[config.mk]
export PLATFORM = sky130hd
export DESIGN_NAME = frame_deframer_crc16
export DESIGN_NICKNAME = d
export VERILOG_FILES = /design/src/rtl/core/fdc_pkg.sv /design/src/rtl/core/fdc_front.sv /design/src/rtl/core/fdc_fifo.sv /design/src/rtl/core/fdc_back.sv /design/src/rtl/core/frame_deframer_crc16.sv
export SDC_FILE = /design/constraint.sdc
export NUM_CORES = 1
export LEC_CHECK = 0
export BUFFER_PORTS_ARGS = -buffer_cell sky130_fd_sc_hd__buf_2
export CELL_PAD_IN_SITES_DETAIL_PLACEMENT = 1
export CELL_PAD_IN_SITES_GLOBAL_PLACEMENT = 2
export CORE_MARGIN = 2
export CORE_UTILIZATION = 30
export DETAILED_ROUTE_END_ITERATION = 16
export PLACE_DENSITY_LB_ADDON = 0.1
export RECOVER_POWER = 25
export SYNTH_ARGS = -nofsm -noshare
export SYNTH_HDL_FRONTEND = slang
export SYNTH_SLANG_ARGS = --single-unit
[constraint.sdc]
create_clock -name i_clk -period 4.98 [get_ports i_clk]
set_clock_uncertainty 0.2 [all_clocks]
set_input_delay 0.249 -clock i_clk [delete_from_list [all_inputs] [get_ports i_clk]]
set_output_delay 0.249 -clock i_clk [all_outputs]
set_load 0.005 [all_outputs]
[src/rtl/core/fdc_pkg.sv]
// Shared types, constants and the CRC-16 byte update for the frame deframer.
package fdc_pkg;

    // Queue between parser and result stage
    localparam int unsigned QDEPTH = 4;
    localparam int unsigned QAW    = $clog2(QDEPTH);
    localparam int unsigned QCW    = $clog2(QDEPTH + 1);

    // CRC-16/CCITT-FALSE
    localparam logic [15:0] CRC_INIT = 16'hFFFF;
    localparam logic [15:0] CRC_POLY = 16'h1021;
    localparam logic [15:0] CRC_TOP  = 16'h8000;

    // Configuration register indexes
    localparam logic [1:0] CFG_SOF1   = 2'd0;
    localparam logic [1:0] CFG_SOF2   = 2'd1;
    localparam logic [1:0] CFG_MAXLEN = 2'd2;

    // Result kinds
    typedef enum logic [1:0] {
        KIND_PAYLOAD  = 2'd0,
        KIND_ACCEPT   = 2'd1,
        KIND_BAD_CRC  = 2'd2,
        KIND_TOO_LONG = 2'd3
    } t_kind;

    // Parser phases
    typedef enum logic [2:0] {
        PH_HUNT  = 3'd0,
        PH_SOF2  = 3'd1,
        PH_LENLO = 3'd2,
        PH_LENHI = 3'd3,
        PH_CMD   = 3'd4,
        PH_DATA  = 3'd5,
        PH_CRCLO = 3'd6,
        PH_CRCHI = 3'd7
    } t_phase;

    // Work for the result stage
    typedef enum logic [2:0] {
        OP_NONE     = 3'd0,
        OP_CRC_INIT = 3'd1,
        OP_CRC_FEED = 3'd2,
        OP_PAYLOAD  = 3'd3,
        OP_CRC_LOW  = 3'd4,
        OP_VERDICT  = 3'd5
    } t_op;

    typedef struct packed {
        t_op         op;
        logic [7:0]  data;
        logic [7:0]  command;
        logic [15:0] length;
        logic [15:0] index;
        logic        too_long;
    } t_item;

    // One byte through the CRC, MSB first
    function automatic logic [15:0] crc_feed(input logic [15:0] crc, input logic [7:0] b);
        logic [15:0] c;
        c = crc ^ {b, 8'h00};
        for (int k = 0; k < 8; k++) begin
            if ((c & CRC_TOP) != 16'h0000) begin
                c = (c << 1) ^ CRC_POLY;
            end else begin
                c = c << 1;
            end
        end
        return c;
    endfunction

endpackage

[src/rtl/core/fdc_front.sv]
// Front end: holds configuration, tracks frame phase and tags each byte with its work.
module fdc_front (
    input  logic                i_clk,
    input  logic                i_rst_n,
    input  logic                i_push,
    input  logic [7:0]          i_rx_byte,
    input  logic                i_q_full,
    output logic                o_full,
    input  logic                i_cfg_we,
    input  logic [1:0]          i_cfg_index,
    input  logic [15:0]         i_cfg_data,
    output logic                o_q_wr,
    output fdc_pkg::t_item      o_q_item
);

    fdc_pkg::t_phase r_phase, n_phase;
    logic [15:0]     r_len;
    logic [7:0]      r_cmd;
    logic [15:0]     r_count;
    logic [7:0]      r_sof1;
    logic [7:0]      r_sof2;
    logic [15:0]     r_max;

    logic            accept;
    logic            too_long;
    logic            last_data;
    fdc_pkg::t_op    op;

    assign o_full    = i_q_full;
    assign accept    = i_push && !i_q_full;
    assign too_long  = r_len > r_max;
    assign last_data = ({1'b0, r_count} + 17'd1) >= {1'b0, r_len};

    // Next phase
    always_comb begin
        n_phase = r_phase;
        if (accept) begin
            unique case (r_phase)
                fdc_pkg::PH_HUNT:  if (i_rx_byte == r_sof1) n_phase = fdc_pkg::PH_SOF2;
                fdc_pkg::PH_SOF2:  n_phase = (i_rx_byte == r_sof2) ? fdc_pkg::PH_LENLO
                                                                   : fdc_pkg::PH_HUNT;
                fdc_pkg::PH_LENLO: n_phase = fdc_pkg::PH_LENHI;
                fdc_pkg::PH_LENHI: n_phase = fdc_pkg::PH_CMD;
                fdc_pkg::PH_CMD:   n_phase = (r_len != 16'd0) ? fdc_pkg::PH_DATA
                                                              : fdc_pkg::PH_CRCLO;
                fdc_pkg::PH_DATA:  if (last_data) n_phase = fdc_pkg::PH_CRCLO;
                fdc_pkg::PH_CRCLO: n_phase = fdc_pkg::PH_CRCHI;
                fdc_pkg::PH_CRCHI: n_phase = fdc_pkg::PH_HUNT;
                default:           n_phase = fdc_pkg::PH_HUNT;
            endcase
        end
    end

    // Work tag for the current byte
    always_comb begin
        op = fdc_pkg::OP_NONE;
        unique case (r_phase)
            fdc_pkg::PH_HUNT:  op = fdc_pkg::OP_NONE;
            fdc_pkg::PH_SOF2:  op = (i_rx_byte == r_sof2) ? fdc_pkg::OP_CRC_INIT
                                                          : fdc_pkg::OP_NONE;
            fdc_pkg::PH_LENLO,
            fdc_pkg::PH_LENHI,
            fdc_pkg::PH_CMD:   op = fdc_pkg::OP_CRC_FEED;
            fdc_pkg::PH_DATA:  op = too_long ? fdc_pkg::OP_CRC_FEED : fdc_pkg::OP_PAYLOAD;
            fdc_pkg::PH_CRCLO: op = fdc_pkg::OP_CRC_LOW;
            fdc_pkg::PH_CRCHI: op = fdc_pkg::OP_VERDICT;
            default:           op = fdc_pkg::OP_NONE;
        endcase
    end

    assign o_q_wr            = accept && (op != fdc_pkg::OP_NONE);
    assign o_q_item.op       = op;
    assign o_q_item.data     = i_rx_byte;
    assign o_q_item.command  = r_cmd;
    assign o_q_item.length   = r_len;
    assign o_q_item.index    = r_count;
    assign o_q_item.too_long = too_long;

    // Phase register
    always_ff @(posedge i_clk) begin
        if (!i_rst_n) begin
            r_phase <= fdc_pkg::PH_HUNT;
        end else begin
            r_phase <= n_phase;
        end
    end

    // Header fields and payload counter
    always_ff @(posedge i_clk) begin
        if (!i_rst_n) begin
            r_len   <= 16'd0;
            r_cmd   <= 8'd0;
            r_count <= 16'd0;
        end else if (accept) begin
            unique case (r_phase)
                fdc_pkg::PH_LENLO: r_len <= {8'd0, i_rx_byte};
                fdc_pkg::PH_LENHI: r_len[15:8] <= i_rx_byte;
                fdc_pkg::PH_CMD: begin
                    r_cmd   <= i_rx_byte;
                    r_count <= 16'd0;
                end
                fdc_pkg::PH_DATA:  r_count <= r_count + 16'd1;
                default: ;
            endcase
        end
    end

    // Configuration registers
    always_ff @(posedge i_clk) begin
        if (!i_rst_n) begin
            r_sof1 <= 8'hA5;
            r_sof2 <= 8'h5A;
            r_max  <= 16'd256;
        end else if (i_cfg_we) begin
            unique case (i_cfg_index)
                fdc_pkg::CFG_SOF1:   r_sof1 <= i_cfg_data[7:0];
                fdc_pkg::CFG_SOF2:   r_sof2 <= i_cfg_data[7:0];
                fdc_pkg::CFG_MAXLEN: r_max  <= i_cfg_data;
                default: ;
            endcase
        end
    end

endmodule

[src/rtl/core/fdc_fifo.sv]
// Short queue of tagged bytes between the parser and the result stage.
module fdc_fifo (
    input  logic                i_clk,
    input  logic                i_rst_n,
    input  logic                i_wr,
    input  fdc_pkg::t_item      i_item,
    output logic                o_full,
    input  logic                i_rd,
    output logic                o_empty,
    output fdc_pkg::t_item      o_head
);

    fdc_pkg::t_item               r_slot [fdc_pkg::QDEPTH];
    logic [fdc_pkg::QAW-1:0]      r_wp;
    logic [fdc_pkg::QAW-1:0]      r_rp;
    logic [fdc_pkg::QCW-1:0]      r_cnt;
    logic                         wr_en;
    logic                         rd_en;

    assign o_full  = r_cnt == fdc_pkg::QCW'(fdc_pkg::QDEPTH);
    assign o_empty = r_cnt == '0;
    assign o_head  = r_slot[r_rp];
    assign wr_en   = i_wr && !o_full;
    assign rd_en   = i_rd && !o_empty;

    // Storage
    always_ff @(posedge i_clk) begin
        if (wr_en) begin
            r_slot[r_wp] <= i_item;
        end
    end

    // Pointers and fill count
    always_ff @(posedge i_clk) begin
        if (!i_rst_n) begin
            r_wp  <= '0;
            r_rp  <= '0;
            r_cnt <= '0;
        end else begin
            if (wr_en) r_wp <= r_wp + 1'b1;
            if (rd_en) r_rp <= r_rp + 1'b1;
            if (wr_en && !rd_en) begin
                r_cnt <= r_cnt + 1'b1;
            end else if (rd_en && !wr_en) begin
                r_cnt <= r_cnt - 1'b1;
            end
        end
    end

endmodule

[src/rtl/core/fdc_back.sv]
// Back end: runs the CRC, builds result words and holds them in the output register.
module fdc_back (
    input  logic                i_clk,
    input  logic                i_rst_n,
    input  logic                i_q_empty,
    input  fdc_pkg::t_item      i_head,
    output logic                o_q_rd,
    output logic                empty,
    input  logic                pop,
    output logic [1:0]          o_kind,
    output logic [7:0]          o_command,
    output logic [15:0]         o_frame_length,
    output logic [15:0]         o_byte_index,
    output logic [7:0]          o_data_byte
);

    logic                r_valid;
    fdc_pkg::t_kind      r_kind;
    logic [7:0]          r_cmd;
    logic [15:0]         r_len;
    logic [15:0]         r_idx;
    logic [7:0]          r_data;
    logic [15:0]         r_crc;
    logic [7:0]          r_crc_lo;

    logic                has_result;
    logic                take;
    logic                emit;
    fdc_pkg::t_kind      verdict;

    assign has_result = (i_head.op == fdc_pkg::OP_PAYLOAD) ||
                        (i_head.op == fdc_pkg::OP_VERDICT);
    assign take       = !r_valid || pop;
    assign o_q_rd     = !i_q_empty && (!has_result || take);
    assign emit       = o_q_rd && has_result;

    // Frame verdict from the length limit and the received CRC
    always_comb begin
        if (i_head.too_long) begin
            verdict = fdc_pkg::KIND_TOO_LONG;
        end else if ({i_head.data, r_crc_lo} == r_crc) begin
            verdict = fdc_pkg::KIND_ACCEPT;
        end else begin
            verdict = fdc_pkg::KIND_BAD_CRC;
        end
    end

    // Running CRC and low CRC byte
    always_ff @(posedge i_clk) begin
        if (!i_rst_n) begin
            r_crc    <= fdc_pkg::CRC_INIT;
            r_crc_lo <= 8'd0;
        end else if (o_q_rd) begin
            unique case (i_head.op)
                fdc_pkg::OP_CRC_INIT: r_crc <= fdc_pkg::CRC_INIT;
                fdc_pkg::OP_CRC_FEED,
                fdc_pkg::OP_PAYLOAD:  r_crc <= fdc_pkg::crc_feed(r_crc, i_head.data);
                fdc_pkg::OP_CRC_LOW:  r_crc_lo <= i_head.data;
                default: ;
            endcase
        end
    end

    // Output word valid
    always_ff @(posedge i_clk) begin
        if (!i_rst_n) begin
            r_valid <= 1'b0;
        end else if (emit) begin
            r_valid <= 1'b1;
        end else if (pop) begin
            r_valid <= 1'b0;
        end
    end

    // Output word payload
    always_ff @(posedge i_clk) begin
        if (emit) begin
            r_cmd <= i_head.command;
            r_len <= i_head.length;
            if (i_head.op == fdc_pkg::OP_PAYLOAD) begin
                r_kind <= fdc_pkg::KIND_PAYLOAD;
                r_idx  <= i_head.index;
                r_data <= i_head.data;
            end else begin
                r_kind <= verdict;
                r_idx  <= 16'd0;
                r_data <= 8'd0;
            end
        end
    end

    assign empty          = !r_valid;
    assign o_kind         = r_kind;
    assign o_command      = r_cmd;
    assign o_frame_length = r_len;
    assign o_byte_index   = r_idx;
    assign o_data_byte    = r_data;

endmodule

[src/rtl/core/frame_deframer_crc16.sv]
// Top level of the SOF/length framed deframer with CRC-16 check.
//
//  channel   dir  handshake            word
//  --------  ---  -------------------  ---------------------------------------------
//  rx        in   push / full          i_rx_byte
//  result    out  empty / pop          o_kind o_command o_frame_length o_byte_index
//                                      o_data_byte
//  config    in   i_cfg_we             i_cfg_index i_cfg_data
//
// One byte per cycle in and one result per cycle out when both sides keep moving.
// A payload byte or verdict is written into the 4-entry queue as its byte is taken,
// then loaded from the queue head into the output register that drives the result ports.
// full rises when the queue is full; the parser stalls only then.
// Reset is synchronous; the block is ready the cycle after i_rst_n goes high.
module frame_deframer_crc16 (
    input  logic        i_clk,
    input  logic        i_rst_n,
    input  logic        push,
    output logic        full,
    input  logic [7:0]  i_rx_byte,
    output logic        empty,
    input  logic        pop,
    output logic [1:0]  o_kind,
    output logic [7:0]  o_command,
    output logic [15:0] o_frame_length,
    output logic [15:0] o_byte_index,
    output logic [7:0]  o_data_byte,
    input  logic        i_cfg_we,
    input  logic [1:0]  i_cfg_index,
    input  logic [15:0] i_cfg_data
);

    logic           q_wr;
    logic           q_full;
    logic           q_rd;
    logic           q_empty;
    fdc_pkg::t_item q_in;
    fdc_pkg::t_item q_head;

    // Parser
    fdc_front u_front (
        .i_clk       (i_clk),
        .i_rst_n     (i_rst_n),
        .i_push      (push),
        .i_rx_byte   (i_rx_byte),
        .i_q_full    (q_full),
        .o_full      (full),
        .i_cfg_we    (i_cfg_we),
        .i_cfg_index (i_cfg_index),
        .i_cfg_data  (i_cfg_data),
        .o_q_wr      (q_wr),
        .o_q_item    (q_in)
    );

    // Queue of tagged bytes
    fdc_fifo u_fifo (
        .i_clk   (i_clk),
        .i_rst_n (i_rst_n),
        .i_wr    (q_wr),
        .i_item  (q_in),
        .o_full  (q_full),
        .i_rd    (q_rd),
        .o_empty (q_empty),
        .o_head  (q_head)
    );

    // CRC and result stage
    fdc_back u_back (
        .i_clk          (i_clk),
        .i_rst_n        (i_rst_n),
        .i_q_empty      (q_empty),
        .i_head         (q_head),
        .o_q_rd         (q_rd),
        .empty          (empty),
        .pop            (pop),
        .o_kind         (o_kind),
        .o_command      (o_command),
        .o_frame_length (o_frame_length),
        .o_byte_index   (o_byte_index),
        .o_data_byte    (o_data_byte)
    );

endmodule

Yosys cells after proc, flatten, opt, wreduce, memory -nomap -nowiden
Memory sizes are Yosys's and may differ from the RTL's. A register that Yosys moved wholly into a read port is not among the register bits.
Index checks and enable logic that the tools add are counted.
- input port bits: 31
- memory bits (writable): 208
- word-level logic and storage cells: 146
- bits in registers: 157
- memories kept: 1
- memory list (name ; words ; bits a word ; rd ports ; clocked after Yosys merged registers in ; write ports ; line ; RTL):
    u_fifo.r_slot ; 4 ; 52 ; 1 ; 1 ; 1 ; fdc_fifo.sv:13 ; fdc_pkg::t_item r_slot [fdc_pkg::QDEPTH];
- bitwise gates (word level): 9
- $lt $le $gt $ge: 2
- add/subtract/negate cells: 6
- reductions and logical operators: 39
- multiplexer cells: 50
- eq/ne operators: 20
- operators with widths (operator ; number):
    16-bit two-way mux ; 21
    13-bit two-way mux ; 8
    16-bit one-hot mux with 2 select lines ; 2
    3-bit inverter ; 8
    3-bit one-hot mux with 8 select lines ; 1
    3-bit == test, second input constant ; 7
    3-bit one-hot mux with 6 select lines ; 1
    2-bit AND reduction ; 9
    16-bit by 1-bit adder with 17-bit output, second input constant ; 1
    17-bit by 16-bit >= comparator with 1-bit output ; 1
    16-bit by 1-bit adder with 16-bit output, second input constant ; 1
    16-bit == test ; 1
    8-bit == test ; 2
    16-bit > comparator ; 1
    8-bit one-hot mux with 2 select lines ; 1
    16-bit nonzero test ; 1
    16-bit bitwise XOR ; 1
    3-bit by 2-bit == test with 1-bit output, second input constant ; 4
    2-bit two-way mux ; 6
    3-bit two-way mux ; 4
    2-bit nonzero test ; 5
    1-bit logical AND ; 8
    3-bit by 1-bit == test with 1-bit output, second input constant ; 2
    1-bit zero test ; 6
    other kinds (14) ; 24

Logic depth before layout (Yosys ltp)
Gate-level depths: netlist (run 1).
- depth after elaboration: 40
- depth in mapped cells: 13
- mapped depth without buffers: 13

By module
Synthesis (run 1) repeated with hierarchy kept, for this count alone.
- cell total of the unflattened synthesis: 1077
- area, all modules: 15446.1 um^2
- by module, submodules not included (module ; area each (um^2) ; instances ; seq. area each (um^2) ; cells an instance):
    fdc_fifo ; 8040.2 ; 1 ; 6426.2 ; 320
    fdc_front ; 4470.5 ; 1 ; 1501.4 ; 539
    fdc_back ; 2935.3 ; 1 ; 2001.9 ; 218

Worst setup path after synthesis (run 1)
Ideal clock, no wire load.
- path kind: register to register
- start point: register u_front.r_len[15]
- end point: memory u_fifo.r_slot[0][0] (netlist name), enable pin
- stages on the path, launching flop included: 8
- setup slack: 1320 ps
- data arrival time: 3045 ps
- buffers on the path: 0
- required time: 4365 ps
- cell sequence: dfxtp_1 -> ha_1 -> nand4_1 -> nor4_1 -> nand2_1 -> nor4bb_1 -> a21oi_1 -> and2_1
- longest elaborated chain between the ends: 8
- ends and longest elaborated chain (what ; line ; RTL):
    start: declaration ; fdc_front.sv:17 ; logic [15:0] r_len;
    start signal: assignment ; fdc_front.sv:96 ; fdc_pkg::PH_LENLO: r_len <= {8'd0, i_rx_byte};
    start signal: assignment ; fdc_front.sv:97 ; fdc_pkg::PH_LENHI: r_len[15:8] <= i_rx_byte;
    16-bit > comparator ; fdc_front.sv:31 ; assign too_long = r_len > r_max;
    1-bit two-way mux ; fdc_front.sv:64 ; fdc_pkg::PH_DATA: op = too_long ? fdc_pkg::OP_CRC_FEED : fdc_pkg::OP_PAYLOAD;
    3-bit one-hot mux with 6 select lines ; fdc_front.sv:57 ; unique case (r_phase)
    3-bit nonzero test ; fdc_front.sv:71 ; assign o_q_wr = accept && (op != fdc_pkg::OP_NONE);
    1-bit logical AND ; fdc_front.sv:71 ;
    1-bit logical AND ; fdc_fifo.sv:23 ; assign wr_en = i_wr && !o_full;
    named net u_fifo.wr_en ; fdc_fifo.sv:17 ; logic wr_en;
    1-bit two-way mux ; fdc_fifo.sv:28 ; if (wr_en) begin
    1-bit two-way mux (implied by the code) ; fdc_fifo.sv:29 ; r_slot[r_wp] <= i_item;
    end: declaration ; fdc_fifo.sv:13 ;
The timed path passes the listed nets, and every way through them passes these cells.

Worst setup path after layout (run 1)
- start point: input i_rx_byte[0]
- end point: register u_fifo.r_cnt[2] (netlist name)
- longest elaborated chain between the ends: 9
- elaborated cells on any way between the ends: 11
- classes of those cells: eq/ne (1); mux (3); reduce/logical (7)
- ends and longest elaborated chain (what ; line ; RTL):
    start: declaration ; frame_deframer_crc16.sv:20 ; input logic [7:0] i_rx_byte,
    8-bit == test (*) ; fdc_front.sv:59 ; fdc_pkg::PH_SOF2: op = (i_rx_byte == r_sof2) ? fdc_pkg::OP_CRC_INIT
    1-bit two-way mux (*) ; fdc_front.sv:59 ;
    3-bit one-hot mux with 6 select lines (*) ; fdc_front.sv:57 ;
    3-bit nonzero test (*) ; fdc_front.sv:71 ;
    1-bit logical AND (*) ; fdc_front.sv:71 ;
    1-bit logical AND (*) ; fdc_fifo.sv:23 ;
    named net u_fifo.wr_en ; fdc_fifo.sv:17 ;
    1-bit zero test ; fdc_fifo.sv:44 ; end else if (rd_en && !wr_en) begin
    1-bit logical AND ; fdc_fifo.sv:44 ;
    2-bit nonzero test (no line) ; -- ;
    end signal: assignment ; fdc_fifo.sv:43 ; r_cnt <= r_cnt + 1'b1;
    end signal: assignment ; fdc_fifo.sv:45 ; r_cnt <= r_cnt - 1'b1;
    end: declaration ; fdc_fifo.sv:16 ; logic [fdc_pkg::QCW-1:0] r_cnt;
Mark *: on every way through the listed nets, which the timed path passes. The rest lies on a longest branch.
A chain may end at the register's enable or synchronous reset.

==> results of run 1 <==
state kept, by name, indices dropped and copies added, names as in the netlist, 16 cells and up, named ones only:
signal                 count
u_fifo.r_slot            208
u_back.o_byte_index       16
u_back.o_frame_length     16
u_back.r_crc              16
u_front.r_count           16
u_front.r_len             16
u_front.r_max             16
power groups by stage:
stage	sequential [mW]	clock, mW	combinational (mW)
final	3.47	3.20	1.23
after global routing	3.50	3.42	1.35
after CTS	3.48	3.31	1.27
after detailed placement	3.55	0	1.25
after global placement	3.55	0	1.24
after floorplan	3.45	0	0.983
kinds of logic after synthesis:
logic type	synth area share
adder cells (fa/ha/maj)	0.0368
XOR/XNOR	0.0424
multiplexers	0.108
flip-flops	0.655
AO/OA/AOI/OAI	0.0445
buffers and inverters	0.0249
AND/OR/NAND/NOR	0.0889
synthesized netlist by cell type (3+ instances only):
master    instances  share of area
buf_2             4         0.0013
xnor2_1          26          0.015
nor2b_1           7         0.0029
inv_1            43          0.011
edfxtp_1        258           0.51
nor3_1           10         0.0033
o21ai_0          12         0.0040
mux4_1            7          0.012
o22ai_1           8         0.0033
mux4_2           45          0.067
buf_4             3         0.0015
xor2_1           35          0.020
a22oi_1           8         0.0040
or3_1             5         0.0021
nor3b_1           3         0.0015
buf_1             5         0.0012
o22a_2            8         0.0053
ha_1             43          0.035
nand2_1          88          0.022
nand3_1          20         0.0066
nand3b_1          4         0.0020
dfxtp_1         109           0.14
nor4_1           10         0.0041
xnor2_2           4         0.0043
and3_1           31          0.013
clkbuf_1         29         0.0072
nand4_1          12         0.0049
a21oi_1          48          0.016
nand2b_1          4         0.0016
nor2_1           73          0.018
mux2i_1          44          0.029
and2_1            6         0.0025
final timing paths:
| kind | slack (ns) | endpoint | cells past startpoint |
|---|---|---|---|
| max | 0.98 | u_fifo.r_cnt[2] | 13 |
| min | 0.04 | u_front.r_sof1[5] | 5 |
| max reg2reg | 0.99 | u_fifo.r_cnt[2] | 12 |
| min reg2reg | 0.25 | u_front.r_max[9] | 2 |
stage by stage:
step	setup WS [ns]	power [mW]	hold WS, ns
after floorplan	1.32	4.44	0.148
after global placement	0.992	4.79	0.243
after detailed placement	0.955	4.80	0.251
after CTS	0.937	8.07	0.00640
after global routing	0.577	8.27	0.0451
final	0.976	7.90	0.0375
worst max-delay path, cell delays in order:
cell           delay [ns]
dlygate4sd3_1        0.52
clkbuf_1             0.56
xor2_1               0.15
nor4_1               0.55
and3_1               0.31
nor4bb_1             0.07
a21oi_1              0.52
ha_1                 0.30
inv_1                0.06
fa_1                 0.37
xor2_1               0.17
or3_1                0.31
a21oi_1              0.14
per-layer routing:
metal	part of all wire	wire length, um
met3	0.036	1390
met2	0.47	18000
met4	0.016	617
met5	0	0
met1	0.48	18500
cell type report:
type,instances,share of cell area
Sequential cell,367,0.546
Tap cell,672,0.0462
Timing Repair Buffer,136,0.0522
Clock buffer,61,0.0646
Inverter,44,0.00908
Multi-Input combinational cell,593,0.268
Clock inverter,17,0.0137
==> impl_metrics.py, run 1 <==
metrics = {
    "power_and_ir_drop": {
        "p_int_mw": 5.88,
        "p_comb_frac": 0.156,
        "ir_drop_mv": 0.204,
        "power_density_nw_per_um2": 435,
        "netSwitchingPower_mw": 2.03,
        "power_frac_seq": 0.440,
        "leakagePower_nw": 6.67,
        "pwr-share-clk": 0.404,
        "switching_share": 0.257,
    },
    "placed_design": {
        "place_inst": 1781,
        "io_buffers": 82,
        "dpl.hpwl_um": 25500,
        "post_dp_cell_area_um2": 16500,
        "gp_congestion": 0.737,
    },
    "cts": {
        "clock-sinks": 367,
        "h-tree-depth": 2,
        "hold_buffers": 31,
        "post-cts-setup-buffers": 0,
        "root_buffer": "clkbuf_16",
        "clk_pin_slew_ns": 0.06,
        "cts.path.max_buffers": 3,
        "ctsResizeCount": 0,
        "cts_tree": "built",
        "numCtsBuffers": 43,
        "clk-insertion-delay-late_ns": 0.55,
    },
    "synthesis": {
        "synthesis.area_um2": 15200,
        "avgSynthCellArea_um2": 14.5,
        "synth_edf_count": 258,
        "yosysSeqAreaShare": 0.655,
        "ys_ff_latch": 367,
        "ys.warnings.count": 0,
        "ys.flop_type": "edfxtp_1",
        "synthCells": 1048,
        "async_reset_ff_frac": 0,
        "syn_nets": 1123,
        "yosysUniqueCellTypes": 61,
    },
    "global_routing": {
        "grt.overflow.total": 0,
        "antenna_found_initial": 1,
        "grt.busiest_layer": "met2",
        "gr-usage-met3": 0.0288,
        "met1_usage": 0.207,
        "grt_max_degree": 53,
        "grtUsageMet2": 0.245,
        "grt_pass1_wl_um": 59600,
        "grt_pass1_vias": 9546,
        "grt.total_usage": 0.150,
    },
    "sta": {
        "drv_slew": 0,
        "worst_pin_slew_ns": 1.16,
        "slew_headroom": 0.221,
        "max_freq_mhz": 250,
        "setup_viol_count_final": 0,
        "rsz0062_at_grt": "false",
        "period_minus_slack_ns": 4.00,
        "fin_setup_tns_ns": 0,
        "hold_viol_final": 0,
        "period_share": 0.804,
    },
    "cells_and_area": {
        "seq_area_um2": 9930,
        "nets": 1260,
        "drive_above_1_share": 0.185,
        "nFillCells": 5246,
        "post-route-util": 0.363,
        "finalNonFillerCells": 1890,
        "final_cell_mix": "258 x edfxtp_1, 107 x dfxtp_1, 88 x nand2_1",
        "syn_to_final_growth_pct": 19.8,
        "diodes": 0,
        "multi_input_area_um2": 4870,
        "fin_area_um2": 18200,
        "layout_commonest_cell": "edfxtp_1",
    },
    "floorplan": {
        "core_area_um2": 50100,
        "start_util": 0.303,
        "die_h_um": 229,
        "dieArea_um2": 52400,
        "dieWidth_um": 229,
        "ioPinCount": 83,
        "num_rows": 82,
    },
    "drt": {
        "via_per_inst": 4.69,
        "drt_pass1_iterations": 4,
        "via_count": 8859,
        "drc_errors": 0,
        "drtIter0Drc": 348,
        "wl_per_cell_um": 20.4,
        "final_antenna_net_count": 0,
        "drt-total-wl_um": 38500,
    },
    "worst_setup_path": {
        "critPathArrivalTime_ns": 4.28,
        "crit_type": "input pin to flip-flop",
        "rr_startpoint": "u_front.r_len[15]",
        "crit_path_max_fanout": 9,
        "setup.worst_path.start_class": "input pin",
        "crit_path_end_kind": "flip-flop",
        "worstPathRequired_ns": 5.26,
        "startpoint": "i_rx_byte[0]",
    },
    "hold_path": {
        "worstHoldStart": "i_cfg_index[1]",
        "hold_class": "input pin to flip-flop",
    },
    "run": {
        "drv_cap": 0,
    },
    "run_status": {
        "status": "finished clean",
    },
}
(Power assumes the default switching activity.)
==> run 2: changes to the inputs <==
--- a/config.mk
+++ b/config.mk
@@ -5,6 +5,7 @@
 export SDC_FILE = /design/constraint.sdc
 export NUM_CORES = 1
 export LEC_CHECK = 0
+export ABC_AREA = 1
 export BUFFER_PORTS_ARGS = -buffer_cell sky130_fd_sc_hd__buf_2
 export CELL_PAD_IN_SITES_DETAIL_PLACEMENT = 1
 export CELL_PAD_IN_SITES_GLOBAL_PLACEMENT = 2
==> constraint.sdc (replaced) <==
create_clock -name i_clk -period 3.44 [get_ports i_clk]
set_clock_uncertainty 0.2 [all_clocks]
set_input_delay 0.172 -clock i_clk [delete_from_list [all_inputs] [get_ports i_clk]]
set_output_delay 0.172 -clock i_clk [all_outputs]
set_load 0.005 [all_outputs]
==> run 2 against run 1 <==
Sequential cell count did not move. Synthesized area rose by 2.4%. First-iteration DRC count rose by 52%. Critical path depth rose by 9. Synthesized cell count rose by 42%. Register-to-register slack got worse by 0.72 ns. Cell area rose by 3.8%. Critical endpoint unchanged. Largest cell class unchanged.
==> impl_metrics.py, run 2 <==
metrics = {
    "sta": {
        "max_freq_mhz": 316,
        "hold_viol_final": 0,
        "worst_pin_slew_ns": 0.811,
        "setup_viol_count_final": 0,
        "period_share": 0.921,
        "rsz0062_at_grt": "false",
        "drv_slew": 0,
        "holdWs_ns": 0.110,
        "slew_headroom": 0.459,
        "period_minus_slack_ns": 3.17,
        "worst_slack_ns": 0.271,
    },
    "hold_path": {
        "hold_class": "input pin to flip-flop",
        "whs_path_depth": 6,
    },
    "synthesis": {
        "avgSynthCellArea_um2": 10.4,
        "yosys-top-cells-area": "edfxtp_1 50%, dfxtp_1 14%, nand2_1 5.5%",
        "synth-compound-area-share": 0.0987,
        "ys.flop_type": "edfxtp_1",
        "synth_top_area_cell": "edfxtp_1",
        "ys.warnings.count": 0,
        "synthMuxAreaShare": 0,
        "yosysUniqueCellTypes": 42,
        "syn_nets": 1565,
        "synthXorXnorAreaFrac": 0.0253,
        "synth_top_family_by_area": "simple AND/OR/NAND/NOR gates",
        "synthAdderAreaFrac": 0.0359,
        "yosysSeqAreaShare": 0.639,
        "synth.most_common_cell": "edfxtp_1",
        "synth_edf_count": 258,
        "ys_ff_latch": 367,
        "synthSimpleGateAreaFrac": 0.151,
        "synth_top_cell_area_share": 0.499,
        "synth_common_cells": "258 x edfxtp_1, 229 x nand2_1, 207 x nor2_1, 132 x o21ai_0, 125 x inv_1",
        "synthesis.area_um2": 15500,
        "synthCells": 1490,
        "async_reset_ff_frac": 0,
    },
    "placed_design": {
        "dpl.hpwl_um": 30500,
        "gp_congestion": 0.760,
        "io_buffers": 82,
        "pre_cts_slack_ns": 0.154,
        "place_inst": 2244,
    },
    "worst_setup_path": {
        "critPathArrivalTime_ns": 3.43,
        "ff2ff_path_depth": 22,
        "cp_common_cell": "nand2_1",
        "slowest_stage": "fa_1",
        "crit_buf_inv": 4,
        "crit_type": "flip-flop to flip-flop",
        "setup.worst_path.start_class": "flip-flop",
        "worstPathRequired_ns": 3.70,
        "crit_path_cell_trace": "inv_1, ha_1, nand2_1, inv_1, o21ai_0, nand2_1, a21oi_2, nand2_1, nand2_1, nand2_1, nand2_1, nand2_1, nand2_2, nand2_1, inv_1, ha_1, inv_1, fa_1, a21oi_1, o21ai_0, o21ai_0, a21oi_1",
        "crit_path_max_fanout": 5,
        "critPathMaxStageDelay_ns": 0.38,
        "path_delay_family": "adder cells",
        "path_depth": 22,
        "crit_path_end_kind": "flip-flop",
    },
    "floorplan": {
        "start_util": 0.303,
        "ioPinCount": 83,
        "dieWidth_um": 232,
        "num_rows": 83,
        "dieArea_um2": 53600,
        "core_area_um2": 51200,
        "die_h_um": 232,
    },
    "cts": {
        "clock-sinks": 367,
        "root_buffer": "clkbuf_16",
        "cts_tree": "built",
        "h-tree-depth": 2,
        "numCtsBuffers": 44,
        "clk-insertion-delay-late_ns": 0.58,
        "clk_pin_slew_ns": 0.06,
        "cts.path.max_buffers": 3,
    },
    "power_and_ir_drop": {
        "power_density_nw_per_um2": 863,
        "leakagePower_nw": 7.40,
        "p_total_mw": 16.3,
        "ir_drop_mv": 0.360,
    },
    "cells_and_area": {
        "layout_commonest_cell": "edfxtp_1",
        "largest_register_ff_count": 208,
        "finalNonFillerCells": 2366,
        "syn_to_final_growth_pct": 21.6,
        "diodes": 0,
        "regMostFlops": "u_fifo.r_slot",
        "final_cell_mix": "258 x edfxtp_1, 227 x nand2_1, 199 x nor2_1",
        "nets": 1725,
        "drive_above_1_share": 0.140,
    },
    "drt": {
        "drt-total-wl_um": 45600,
        "drt_pass1_iterations": 4,
        "via_count": 11100,
        "wl_per_cell_um": 19.3,
        "drtIter0Drc": 529,
        "drc_errors": 0,
        "final_antenna_net_count": 0,
        "via_per_inst": 4.69,
    },
    "global_routing": {
        "grt_max_degree": 55,
        "antenna_found_initial": 0,
        "grt.overflow.total": 0,
        "grt_pass1_wl_um": 70300,
        "grt_pass1_vias": 11600,
        "grt.total_usage": 0.174,
    },
    "run_status": {
        "status": "finished clean",
    },
    "run": {
        "drv_cap": 0,
    },
}
## run 2: layer usage
layer  part of all wire  track usage  vias up
li1                   -            -     5436
met1               0.48        0.233     5486
met2               0.47        0.293      127
met3              0.030       0.0290       56
met4              0.019       0.0425        0
met5                  0            0        -
## run 2: path summary, 6_finish.rpt
check	from	to	slack (ns)
setup / recovery	u_front.r_max[13]	u_fifo.r_cnt[2]	0.27
hold / removal	push	u_front.r_phase[1]	0.11
setup reg to reg	u_front.r_max[13]	u_fifo.r_cnt[2]	0.27
hold reg to reg	u_fifo.r_rp[1]	flip-flop	0.24
## run 2: per-stage QoR
stage / area [um^2] / utilization / setup TNS (ns)
floorplan: 15500 / - / -23.44
global placement: 17000 / 0.332 / 0
detailed placement: 17000 / 0.332 / 0
CTS: 18900 / 0.369 / 0
global route: 18900 / 0.369 / 0
finish: 18900 / 0.369 / 0
## run 2: cell families (layout without fill, tap and decap cells)
group	after synthesis	count (layout)
AOI/OAI and AO/OA	286	286
xor gates and xnor gates	38	38
adders and majority gates	44	44
buffers and inverters	193	389
DFF	367	367
and+or+nand+nor	562	562
## run 2: final cells by class
cell class,instances,area (um^2)
flip-flops and latches,367,9940
inverters,135,509
fillers,5692,32300
clock inverters,21,215
well taps,680,851
repair buffers,172,1230
clock buffers,61,1240
multi-input cells,930,4890
## run 2: repair_timing
action                     in CTS  in global routing
setup endpoints to repair       0                  5
hold endpoints to repair       99                  0
resized for setup               0                 20
setup buffers                   0                  0
hold buffers                   40                  0
## run 2: power breakdown
part           switching [mW]  internal [mW]
Combinational            3.67           1.76
Sequential              0.424           5.80
Clock                    1.88           2.75
Total                    5.97           10.3
## run 2: worst min-delay path: cells and delay by family
family	cells	cell delay (ns)
simple gates	4	0.41
compound gates	1	0.15
buf+inv	1	0.09
